**src/sv/windowed_trimmed_mean_filter_top_assert.svh**
```systemverilog
// ----------------------------------------------------------------------------
// Assertion macros for the windowed trimmed mean filter
// Wraps clocked concurrent assertions in one common form.
// ----------------------------------------------------------------------------
`ifndef WINDOWED_TRIMMED_MEAN_FILTER_TOP_ASSERT_SVH
`define WINDOWED_TRIMMED_MEAN_FILTER_TOP_ASSERT_SVH

// Checked on every rising edge once reset has been released.
`define WTM_ASSERT(lbl, prop, msg) \
	lbl: assert property (@(posedge clk) disable iff (!arst_n) (prop)) else $error(msg);

// Checked on every rising edge, reset included.
`define WTM_ASSERT_ALWAYS(lbl, prop, msg) \
	lbl: assert property (@(posedge clk) (prop)) else $error(msg);

`endif

```
**src/sv/wtm_pkg.sv**
```systemverilog
// ----------------------------------------------------------------------------
// Windowed trimmed mean filter package
// Shared widths, constants, types and helpers.
// ----------------------------------------------------------------------------
`timescale 1ns / 1ps
`default_nettype none

package wtm_pkg;

	localparam int SAMPLE_BITS = 12;
	localparam int WINDOW_MAX  = 16;
	localparam int ADDR_W      = $clog2(WINDOW_MAX);
	localparam int LEN_W       = ADDR_W + 1;
	localparam int SUM_W       = SAMPLE_BITS + ADDR_W;
	localparam int DIVR_W      = ADDR_W;
	localparam int TDATA_W     = 16;
	localparam int CNT_W       = $clog2(SUM_W + 1);

	localparam logic [LEN_W-1:0] LEN_MIN          = LEN_W'(3);
	localparam logic [LEN_W-1:0] LEN_MAX          = LEN_W'(WINDOW_MAX);
	localparam logic [LEN_W-1:0] WINDOW_LEN_RESET = LEN_W'(16);

	// Register index, taken from the word address.
	localparam logic REG_WINDOW_LEN = 1'b0;

	typedef struct packed {
		logic busy;
		logic done;
	} div_status_t;

	function automatic logic [LEN_W-1:0] eff_len(input logic [LEN_W-1:0] v);
		logic [LEN_W-1:0] r;
		r = v;
		if (v < LEN_MIN) begin
			r = LEN_MIN;
		end else if (v > LEN_MAX) begin
			r = LEN_MAX;
		end
		return r;
	endfunction

endpackage

`default_nettype wire

```
**src/sv/wtm_div.sv**
```systemverilog
// ----------------------------------------------------------------------------
// Serial divider
// Restoring division, one quotient bit per cycle.
// ----------------------------------------------------------------------------
`timescale 1ns / 1ps
`default_nettype none

module wtm_div (
	input  wire                                 clk,
	input  wire                                 arst_n,
	input  wire                                 start,
	input  wire  [wtm_pkg::SUM_W-1:0]           dividend,
	input  wire  [wtm_pkg::DIVR_W-1:0]          divisor,
	output logic [wtm_pkg::SUM_W-1:0]           quotient,
	output wtm_pkg::div_status_t                status
);
	import wtm_pkg::*;

	logic [CNT_W-1:0]  cnt_q;
	logic              busy_q;
	logic              done_q;
	logic [DIVR_W-1:0] rem_q;
	logic [SUM_W-1:0]  quot_q;
	logic [DIVR_W-1:0] divr_q;
	logic [DIVR_W:0]   trial;
	logic [DIVR_W:0]   diff;
	logic              fits;

	assign trial = {rem_q, quot_q[SUM_W-1]};
	assign diff  = trial - {1'b0, divr_q};
	assign fits  = trial >= {1'b0, divr_q};

	always_ff @(posedge clk or negedge arst_n) begin
		if (!arst_n) begin
			cnt_q  <= '0;
			busy_q <= 1'b0;
			done_q <= 1'b0;
		end else begin
			done_q <= 1'b0;
			if (start) begin
				cnt_q  <= CNT_W'(SUM_W);
				busy_q <= 1'b1;
			end else if (busy_q) begin
				cnt_q <= cnt_q - CNT_W'(1);
				if (cnt_q == CNT_W'(1)) begin
					busy_q <= 1'b0;
					done_q <= 1'b1;
				end
			end
		end
	end

	always_ff @(posedge clk) begin
		if (start) begin
			rem_q  <= '0;
			quot_q <= dividend;
			divr_q <= divisor;
		end else if (busy_q) begin
			rem_q  <= fits ? diff[DIVR_W-1:0] : trial[DIVR_W-1:0];
			quot_q <= {quot_q[SUM_W-2:0], fits};
		end
	end

	assign quotient    = quot_q;
	assign status.busy = busy_q;
	assign status.done = done_q;

endmodule

`default_nettype wire

```
**src/sv/windowed_trimmed_mean_filter_top.sv**
```systemverilog
// ----------------------------------------------------------------------------
// Windowed trimmed mean filter, top level
// Olympic moving average over a circular window of converter samples.
// ----------------------------------------------------------------------------
// Each request carries one 12-bit sample and yields one trimmed mean: the sum
// of the last L samples less one minimum and one maximum, divided by L - 2.
// L is window_len clamped to 3..16. The window lives in a 16-entry memory with
// a registered read port. One request is worked on at a time: the next slot is
// found by repeated subtraction, the sample is written, the memory is scanned
// one entry a cycle and a serial divider produces the result. The first
// request after reset writes the sample into all L slots in place of the slot
// search and the single write. A new request is taken while a finished result
// still waits on the output.
`timescale 1ns / 1ps
`default_nettype none

module windowed_trimmed_mean_filter_top (
	input  wire         clk,
	input  wire         arst_n,
	// tdata: sample [11:0], zero padding [15:12]
	input  wire         s_tvalid,
	output logic        s_tready,
	input  wire  [15:0] s_tdata,
	// tdata: trimmed_mean [11:0], zero padding [15:12]
	output logic        m_tvalid,
	input  wire         m_tready,
	output logic [15:0] m_tdata,
	input  wire         psel,
	input  wire         penable,
	input  wire         pwrite,
	input  wire  [2:0]  paddr,
	input  wire  [31:0] pwdata,
	output logic [31:0] prdata,
	output logic        pready
);
	import wtm_pkg::*;

	typedef enum logic [6:0] {
		ST_IDLE  = 7'b0000001,
		ST_FILL  = 7'b0000010,
		ST_SLOT  = 7'b0000100,
		ST_WRITE = 7'b0001000,
		ST_SCAN  = 7'b0010000,
		ST_DIV   = 7'b0100000,
		ST_DONE  = 7'b1000000
	} state_t;

	state_t                 state_q;
	logic [LEN_W-1:0]       window_len_q;
	logic [LEN_W-1:0]       len_q;
	logic [ADDR_W-1:0]      write_slot_q;
	logic                   primed_q;
	logic [LEN_W-1:0]       slot_q;
	logic [ADDR_W-1:0]      fill_cnt_q;
	logic [LEN_W-1:0]       rd_cnt_q;
	logic                   rd_vld_s1;
	logic                   acc_first_q;
	logic [SAMPLE_BITS-1:0] sample_q;
	logic [SUM_W-1:0]       sum_q;
	logic [SAMPLE_BITS-1:0] lo_q;
	logic [SAMPLE_BITS-1:0] hi_q;
	logic                   m_tvalid_q;
	logic [SAMPLE_BITS-1:0] result_q;

	logic [SAMPLE_BITS-1:0] mem [WINDOW_MAX];
	logic [SAMPLE_BITS-1:0] rd_data_q;
	logic                   mem_we;
	logic [ADDR_W-1:0]      mem_waddr;
	logic                   mem_re;

	logic                   cfg_wr;
	logic                   scan_end;
	logic                   div_start;
	logic [SUM_W-1:0]       numer;
	logic [SUM_W-1:0]       quotient;
	div_status_t            div_status;

	// Configuration port.
	assign pready = 1'b1;
	assign cfg_wr = psel && penable && pwrite && pready;
	assign prdata = (paddr[2] == REG_WINDOW_LEN) ? {{(32-LEN_W){1'b0}}, window_len_q} : '0;

	always_ff @(posedge clk or negedge arst_n) begin
		if (!arst_n) begin
			window_len_q <= WINDOW_LEN_RESET;
		end else if (cfg_wr && (paddr[2] == REG_WINDOW_LEN)) begin
			window_len_q <= pwdata[LEN_W-1:0];
		end
	end

	// Window memory.
	assign mem_we    = (state_q == ST_FILL) || (state_q == ST_WRITE);
	assign mem_waddr = (state_q == ST_FILL) ? fill_cnt_q : slot_q[ADDR_W-1:0];
	assign mem_re    = (state_q == ST_SCAN) && (rd_cnt_q < len_q);

	always_ff @(posedge clk) begin
		if (mem_we) begin
			mem[mem_waddr] <= sample_q;
		end
		if (mem_re) begin
			rd_data_q <= mem[rd_cnt_q[ADDR_W-1:0]];
		end
	end

	assign scan_end  = (state_q == ST_SCAN) && (rd_cnt_q == len_q) && !rd_vld_s1;
	assign div_start = scan_end;
	assign numer     = sum_q - SUM_W'(lo_q) - SUM_W'(hi_q);

	wtm_div u_div (
		.clk      (clk),
		.arst_n   (arst_n),
		.start    (div_start),
		.dividend (numer),
		.divisor  (DIVR_W'(len_q - LEN_W'(2))),
		.quotient (quotient),
		.status   (div_status)
	);

	// Sequencer.
	always_ff @(posedge clk or negedge arst_n) begin
		if (!arst_n) begin
			state_q      <= ST_IDLE;
			len_q        <= LEN_MIN;
			write_slot_q <= '0;
			primed_q     <= 1'b0;
			slot_q       <= '0;
			fill_cnt_q   <= '0;
			rd_cnt_q     <= '0;
			rd_vld_s1    <= 1'b0;
			acc_first_q  <= 1'b0;
			m_tvalid_q   <= 1'b0;
		end else begin
			rd_vld_s1 <= mem_re;
			if ((state_q == ST_DONE) && (!m_tvalid_q || m_tready)) begin
				m_tvalid_q <= 1'b1;
			end else if (m_tready) begin
				m_tvalid_q <= 1'b0;
			end
			case (state_q)
				ST_IDLE: begin
					if (s_tvalid) begin
						len_q      <= eff_len(window_len_q);
						rd_cnt_q   <= '0;
						fill_cnt_q <= '0;
						slot_q     <= {1'b0, write_slot_q} + LEN_W'(1);
						state_q    <= primed_q ? ST_SLOT : ST_FILL;
					end
				end
				ST_FILL: begin
					fill_cnt_q <= fill_cnt_q + ADDR_W'(1);
					if ({1'b0, fill_cnt_q} == len_q - LEN_W'(1)) begin
						write_slot_q <= '0;
						primed_q     <= 1'b1;
						acc_first_q  <= 1'b1;
						state_q      <= ST_SCAN;
					end
				end
				ST_SLOT: begin
					if (slot_q >= len_q) begin
						slot_q <= slot_q - len_q;
					end else begin
						state_q <= ST_WRITE;
					end
				end
				ST_WRITE: begin
					write_slot_q <= slot_q[ADDR_W-1:0];
					acc_first_q  <= 1'b1;
					state_q      <= ST_SCAN;
				end
				ST_SCAN: begin
					if (mem_re) begin
						rd_cnt_q <= rd_cnt_q + LEN_W'(1);
					end
					if (rd_vld_s1) begin
						acc_first_q <= 1'b0;
					end
					if (scan_end) begin
						state_q <= ST_DIV;
					end
				end
				ST_DIV: begin
					if (div_status.done) begin
						state_q <= ST_DONE;
					end
				end
				ST_DONE: begin
					if (!m_tvalid_q || m_tready) begin
						state_q <= ST_IDLE;
					end
				end
				default: begin
					state_q <= ST_IDLE;
				end
			endcase
		end
	end

	// Payload registers.
	always_ff @(posedge clk) begin
		if ((state_q == ST_IDLE) && s_tvalid) begin
			sample_q <= s_tdata[SAMPLE_BITS-1:0];
		end
		if (rd_vld_s1) begin
			if (acc_first_q) begin
				sum_q <= SUM_W'(rd_data_q);
				lo_q  <= rd_data_q;
				hi_q  <= rd_data_q;
			end else begin
				sum_q <= sum_q + SUM_W'(rd_data_q);
				if (rd_data_q < lo_q) begin
					lo_q <= rd_data_q;
				end
				if (rd_data_q > hi_q) begin
					hi_q <= rd_data_q;
				end
			end
		end
		if ((state_q == ST_DONE) && (!m_tvalid_q || m_tready)) begin
			result_q <= quotient[SAMPLE_BITS-1:0];
		end
	end

	assign s_tready = (state_q == ST_IDLE);
	assign m_tvalid = m_tvalid_q;
	assign m_tdata  = {{(TDATA_W-SAMPLE_BITS){1'b0}}, result_q};

	`include "windowed_trimmed_mean_filter_top_assert.svh"

	`WTM_ASSERT(a_no_write_in_scan, (state_q == ST_SCAN) |-> !mem_we, "memory written during scan")
	`WTM_ASSERT(a_slot_in_window, (state_q == ST_WRITE) |-> (slot_q < len_q), "write slot outside window")
	`WTM_ASSERT(a_scan_primed, (state_q == ST_SCAN) |-> primed_q, "scan before window filled")
	`WTM_ASSERT(a_div_divisor, div_start |-> (len_q >= LEN_MIN) && !div_status.busy, "bad divider start")
	`WTM_ASSERT(a_rd_cnt_bound, rd_cnt_q <= len_q, "scan counter past window")
	`WTM_ASSERT_ALWAYS(a_pready_high, pready, "pready low")

endmodule

`default_nettype wire
```
**config.mk**
```make
export PLATFORM = sky130hd
export DESIGN_NAME = windowed_trimmed_mean_filter_top
export DESIGN_NICKNAME = d
export VERILOG_FILES = /design/src/sv/wtm_pkg.sv /design/src/sv/wtm_div.sv /design/src/sv/windowed_trimmed_mean_filter_top.sv
export VERILOG_INCLUDE_DIRS = /design/src /design/src/sv
export SDC_FILE = /design/constraint.sdc
export NUM_CORES = 1
export LEC_CHECK = 0
export BUFFER_PORTS_ARGS = -buffer_cell sky130_fd_sc_hd__clkbuf_2
export CORE_ASPECT_RATIO = 1.75
export CORE_MARGIN = 2
export CORE_UTILIZATION = 66
export DETAILED_ROUTE_END_ITERATION = 7
export PLACE_DENSITY = 0.86
export SYNTH_ARGS = -nofsm -noshare
export SYNTH_HDL_FRONTEND = slang
export SYNTH_HIERARCHICAL = 1
export SYNTH_SLANG_ARGS = --single-unit
```
**constraint.sdc**
```tcl
create_clock -name clk -period 8.7 [get_ports clk]
set_input_delay 1.74 -clock clk [delete_from_list [all_inputs] [get_ports clk]]
set_output_delay 1.74 -clock clk [all_outputs]
set_load 0.01 [all_outputs]
```
After elaboration in Yosys (flattened, before gate mapping). Memory sizes are Yosys's and may differ from the RTL's. A register that Yosys moved wholly into a read port is not among the register bits. Cells that the tools add are included.

Bits in writable memories: 192. Bits in registers: 134. Memories kept: 1. Output and inout port bits: 51. Bits of input ports: 58. Logic and storage cells: 138.

Memories: mem (depth 16, width 12, rd ports 1, clocked after memory_dff 1, wr ports 1, RTL line windowed_trimmed_mean_filter_top.sv:65) `logic [SAMPLE_BITS-1:0] mem [WINDOW_MAX];`.

Reductions and logical operators: 31. Bitwise gates (word level): 1. Order comparisons: 7. Add/subtract/negate cells: 11. Equal/unequal tests: 19. Muxes and demuxes: 45.

Operators with widths (count): 12-bit 2-to-1 mux (5); 7-bit case mux with 7 select lines (1); 5-bit 2-to-1 mux (9); 7-bit 2-to-1 mux (6); 16-bit 2-to-1 mux (2); 16-bit by 12-bit subtractor with 16-bit output (2); 5-bit case mux with 2 select lines (2); 16-bit by 12-bit adder with 16-bit output (1); 4-bit 2-to-1 mux (4); 4-bit case mux with 2 select lines (2); 2-bit nonzero test (8); 12-bit greater-than comparator (1); 12-bit less-than comparator (1); 1-bit 2-to-1 mux (12); 2-bit inequality test (second input constant) (6); 2-bit AND reduction (6); 5-bit by 1-bit subtractor with 5-bit output (second input constant) (2); 3-bit AND reduction (3); 1-bit logical AND (8); 7-bit by 1-bit equality test with 1-bit output (second input constant) (1); 7-bit by 2-bit equality test with 1-bit output (second input constant) (1); 7-bit by 3-bit equality test with 1-bit output (second input constant) (1); 7-bit by 4-bit equality test with 1-bit output (second input constant) (1); 7-bit by 5-bit equality test with 1-bit output (second input constant) (1); 24 further kinds (28).

Depth between registers and ports, before layout.
Depth after elaboration: 5. Mapped depth: 11. Gate-level depth less buffers: 10.

By module. Netlist, hierarchy kept.

Modules (own cells, without submodules): windowed_trimmed_mean_filter_top (times used 1, area an instance 14799.2 um2, seq. area each 9028.7 um2, cells each 1031); wtm_div (times used 1, area an instance 1486.4 um2, seq. area each 855.8 um2, cells each 110).

Worst setup path after synthesis. No wires, ideal clock.

Kind: input port to output port. Start point: input port paddr[2]. End point: output port prdata[0]. Required time: 6.960 ns. Stages: 1. Arrival: 1.918 ns. Setup slack: 5.042 ns. Buffers on the path: 0. Cells stage by stage: nor2b_1.

Longest elaborated chain between the ends: 1.

RTL lines: start: declaration (RTL line windowed_trimmed_mean_filter_top.sv:31) `input wire [2:0] paddr,`; 5-bit 2-to-1 mux (RTL line windowed_trimmed_mean_filter_top.sv:81) `assign prdata = (paddr[2] == REG_WINDOW_LEN) ? {{(32-LEN_W){1'b0}}, window_len_q} : '0;`; end: declaration (RTL line windowed_trimmed_mean_filter_top.sv:33) `output logic [31:0] prdata,`.

Every way passes these cells.

Final worst setup path.
Start point: register state_q[3]. End point: output port s_tready.

Longest elaborated chain between the ends: 1.

RTL lines: start: declaration (RTL line windowed_trimmed_mean_filter_top.sv:48) `state_t state_q;`; start signal: assignment (RTL line windowed_trimmed_mean_filter_top.sv:146) `state_q <= primed_q ? ST_SLOT : ST_FILL;`; 7-bit by 1-bit equality test with 1-bit output (RTL line windowed_trimmed_mean_filter_top.sv:223) `assign s_tready = (state_q == ST_IDLE);`; end: declaration (RTL line windowed_trimmed_mean_filter_top.sv:22) `output logic s_tready,`.

Every way passes these cells.

==> results.toml <==
[layout]
area_delta_synth_final_pct = 8.862
nNetsFinal = 1333
fillers = 1509
antenna_cells = 0
layout-drive-gt1-share_pct = 17.19
ff_latch_area_mm2 = 0.009891
stdcell_count = 1522
multi_input_area_mm2 = 0.005859

[clock_tree]
clkTransAtPathRegs_ns = 0.07
post_cts_buffers = 0
clk_latency_ns = 0.57
clk_path_buf_depth = 3
cts_resized = 0
cts_root_buf = "clkbuf_16"
cts_sinks = 338
htree_levels = 1
cts_tree = "built"
hold_buffers = 0
numCtsBuffers = 29

[power_and_ir_drop]
irDropWorstVdd_v = 0.0002544
p_total_uw = 4305
leakagePower_uw = 0.006429
cellPowerDensity_mw_per_mm2 = 243.0

[floorplanning]
die_area_mm2 = 0.02599
dieHeight_um = 211.8
ios = 109
die_x_um = 122.7
coreArea_mm2 = 0.02444
num_rows = 76
initial_core_util_pct = 66.61

[synthesis]
syn_area_per_cell_um2 = 14.28
yosys_warnings = 6
synth_cells = 1140
syn_area_mm2 = 0.01628

[job]
max-cap-violations = 0

[setup_path]
crit_end = "s_tready"
rr_startpoint = "state_q[3]$_DFFE_PN0P_"
r2r_slack_ns = 4.92
worstSetupStartpoint = "state_q[3]$_DFFE_PN0P_"
critPathKind = "reg2out"
critPathCaptureType = "output pin"
critical_path.startpoint_type = "flip-flop"
r2r_end = "mem[0][2]$_DFFE_PP_"
required_ns = 6.96
worstPathMaxFanout = 5
worstRegToRegCells = 5
arrival_ns = 2.26

[placement]
dp_cells = 1469
gp_congestion = 0.8369
pre_cts_ws_ns = 4.794
port_buffers = 43
hpwl_mm = 21.85

[global_routing]
grt_pass1_wl_mm = 51.85
overflow = 0
antenna_found_initial = 1
grt_max_degree = 54
grt_pass1_vias = 9863
grt_usage_pct = 26.18

[timing]
tns_ns = 0
finalCritPeriodShare_pct = 46.03
period_needed_ns = 4.004
slew_violations = 0
relSlewSlack_pct = 18.98
fin_skew_ns = 0.02449
rsz0062_at_grt = "no"
layout_setup_ws_ns = 4.696
setup_viol = 0
fmax_mhz = 249.7
hold_violations = 0
hold_ws_ns = 0.4492
tightestPinTransition_ns = 1.211

[min_path]
min_path_cells = 0
hold_class = "reg2reg"
min_from = "u_div/quotient[9]$_DFFE_PP_"

[drt]
dr.pass1.iters = 7
viasPerCell = 6.340
drtAntennaViolNets = 0
drt_iter0_markers = 797
routed_wl_mm = 32.67
wl_per_cell_um = 21.46
drc_errors = 0
vias = 9650

[outcome]
status = "complete, no violations"
[critical path: stages (launching register included)]
cell      delay (ns)
dfrtp_1         0.42
nor4_1          0.64
and3_1          0.44
clkbuf_2        0.19
[final cells by class]
class                           instances  share of cell area [%]
Timing Repair Buffer                   62                   2.019
Inverter                               65                   1.377
Multi-Input combinational cell        692                   33.07
Clock buffer                           35                   4.222
Clock inverter                         18                   1.299
Sequential cell                       338                   55.81
Tap cell                              312                   2.203
[routing by layer]
layer  wire, µm  GRT usage (%)  up-vias
met4       1726          14.63        0
li1           -              -     4365
met5          0              0        -
met2      18080          46.73      371
met1      11320          30.15     4810
met3       1545          2.909      104
[sequential cells by signal, indices dropped and copies added, names as in the netlist, 5 cells and up]
register,cells
hi_q,12
lo_q,12
slot_q,5
sample_q,12
state_q,7
result_q,12
rd_cnt_q,5
window_len_q,5
u_div/cnt_q,5
u_div/quotient,16
rd_data_q,12
mem,192
sum_q,16
len_q,5
[worst min-delay path by stage]
stage / to
floorplan: result_q[0]$_DFFE_PP_
global placement: result_q[6]$_DFFE_PP_
detailed placement: result_q[9]$_DFFE_PP_
CTS: result_q[9]$_DFFE_PP_
global route: result_q[9]$_DFFE_PP_
finish: result_q[9]$_DFFE_PP_
[metrics by stage]
step           utilization, %  cell area [µm²]
2_1_floorplan               -            16390
3_3_place_gp            68.51            16740
3_5_place_dp            68.51            16740
4_1_cts                 72.51            17720
5_1_grt                 72.51            17720
6_report                72.51            17720
[placed cells by master (no fill, tap or decap), types with 9 or more instances in the layout]
| cell type | count |
|---|---|
| xor2_1 | 19 |
| a21o_1 | 14 |
| mux2_2 | 28 |
| a31oi_1 | 9 |
| nand2b_1 | 12 |
| nand3_1 | 17 |
| mux2i_1 | 18 |
| fa_1 | 15 |
| clkbuf_2 | 43 |
| edfxtp_1 | 288 |
| xnor2_1 | 20 |
| o211ai_1 | 13 |
| o21ai_0 | 43 |
| dfrtp_1 | 39 |
| ha_1 | 72 |
| a211oi_1 | 23 |
| clkbuf_16 | 29 |
| nor2_1 | 55 |
| inv_1 | 65 |
| a21oi_1 | 54 |
| nor2b_1 | 29 |
| buf_4 | 19 |
| conb_1 | 32 |
| mux4_2 | 48 |
| nand2_1 | 44 |
| nor3_1 | 12 |
| nand4_1 | 10 |
[power breakdown]
part | internal, µW | switching [µW] | total (µW)
clock network | 764 | 574 | 1340
logic | 359 | 521 | 880
registers | 1940 | 143 | 2090
Note: power is estimated with default switching activity, not from simulation.
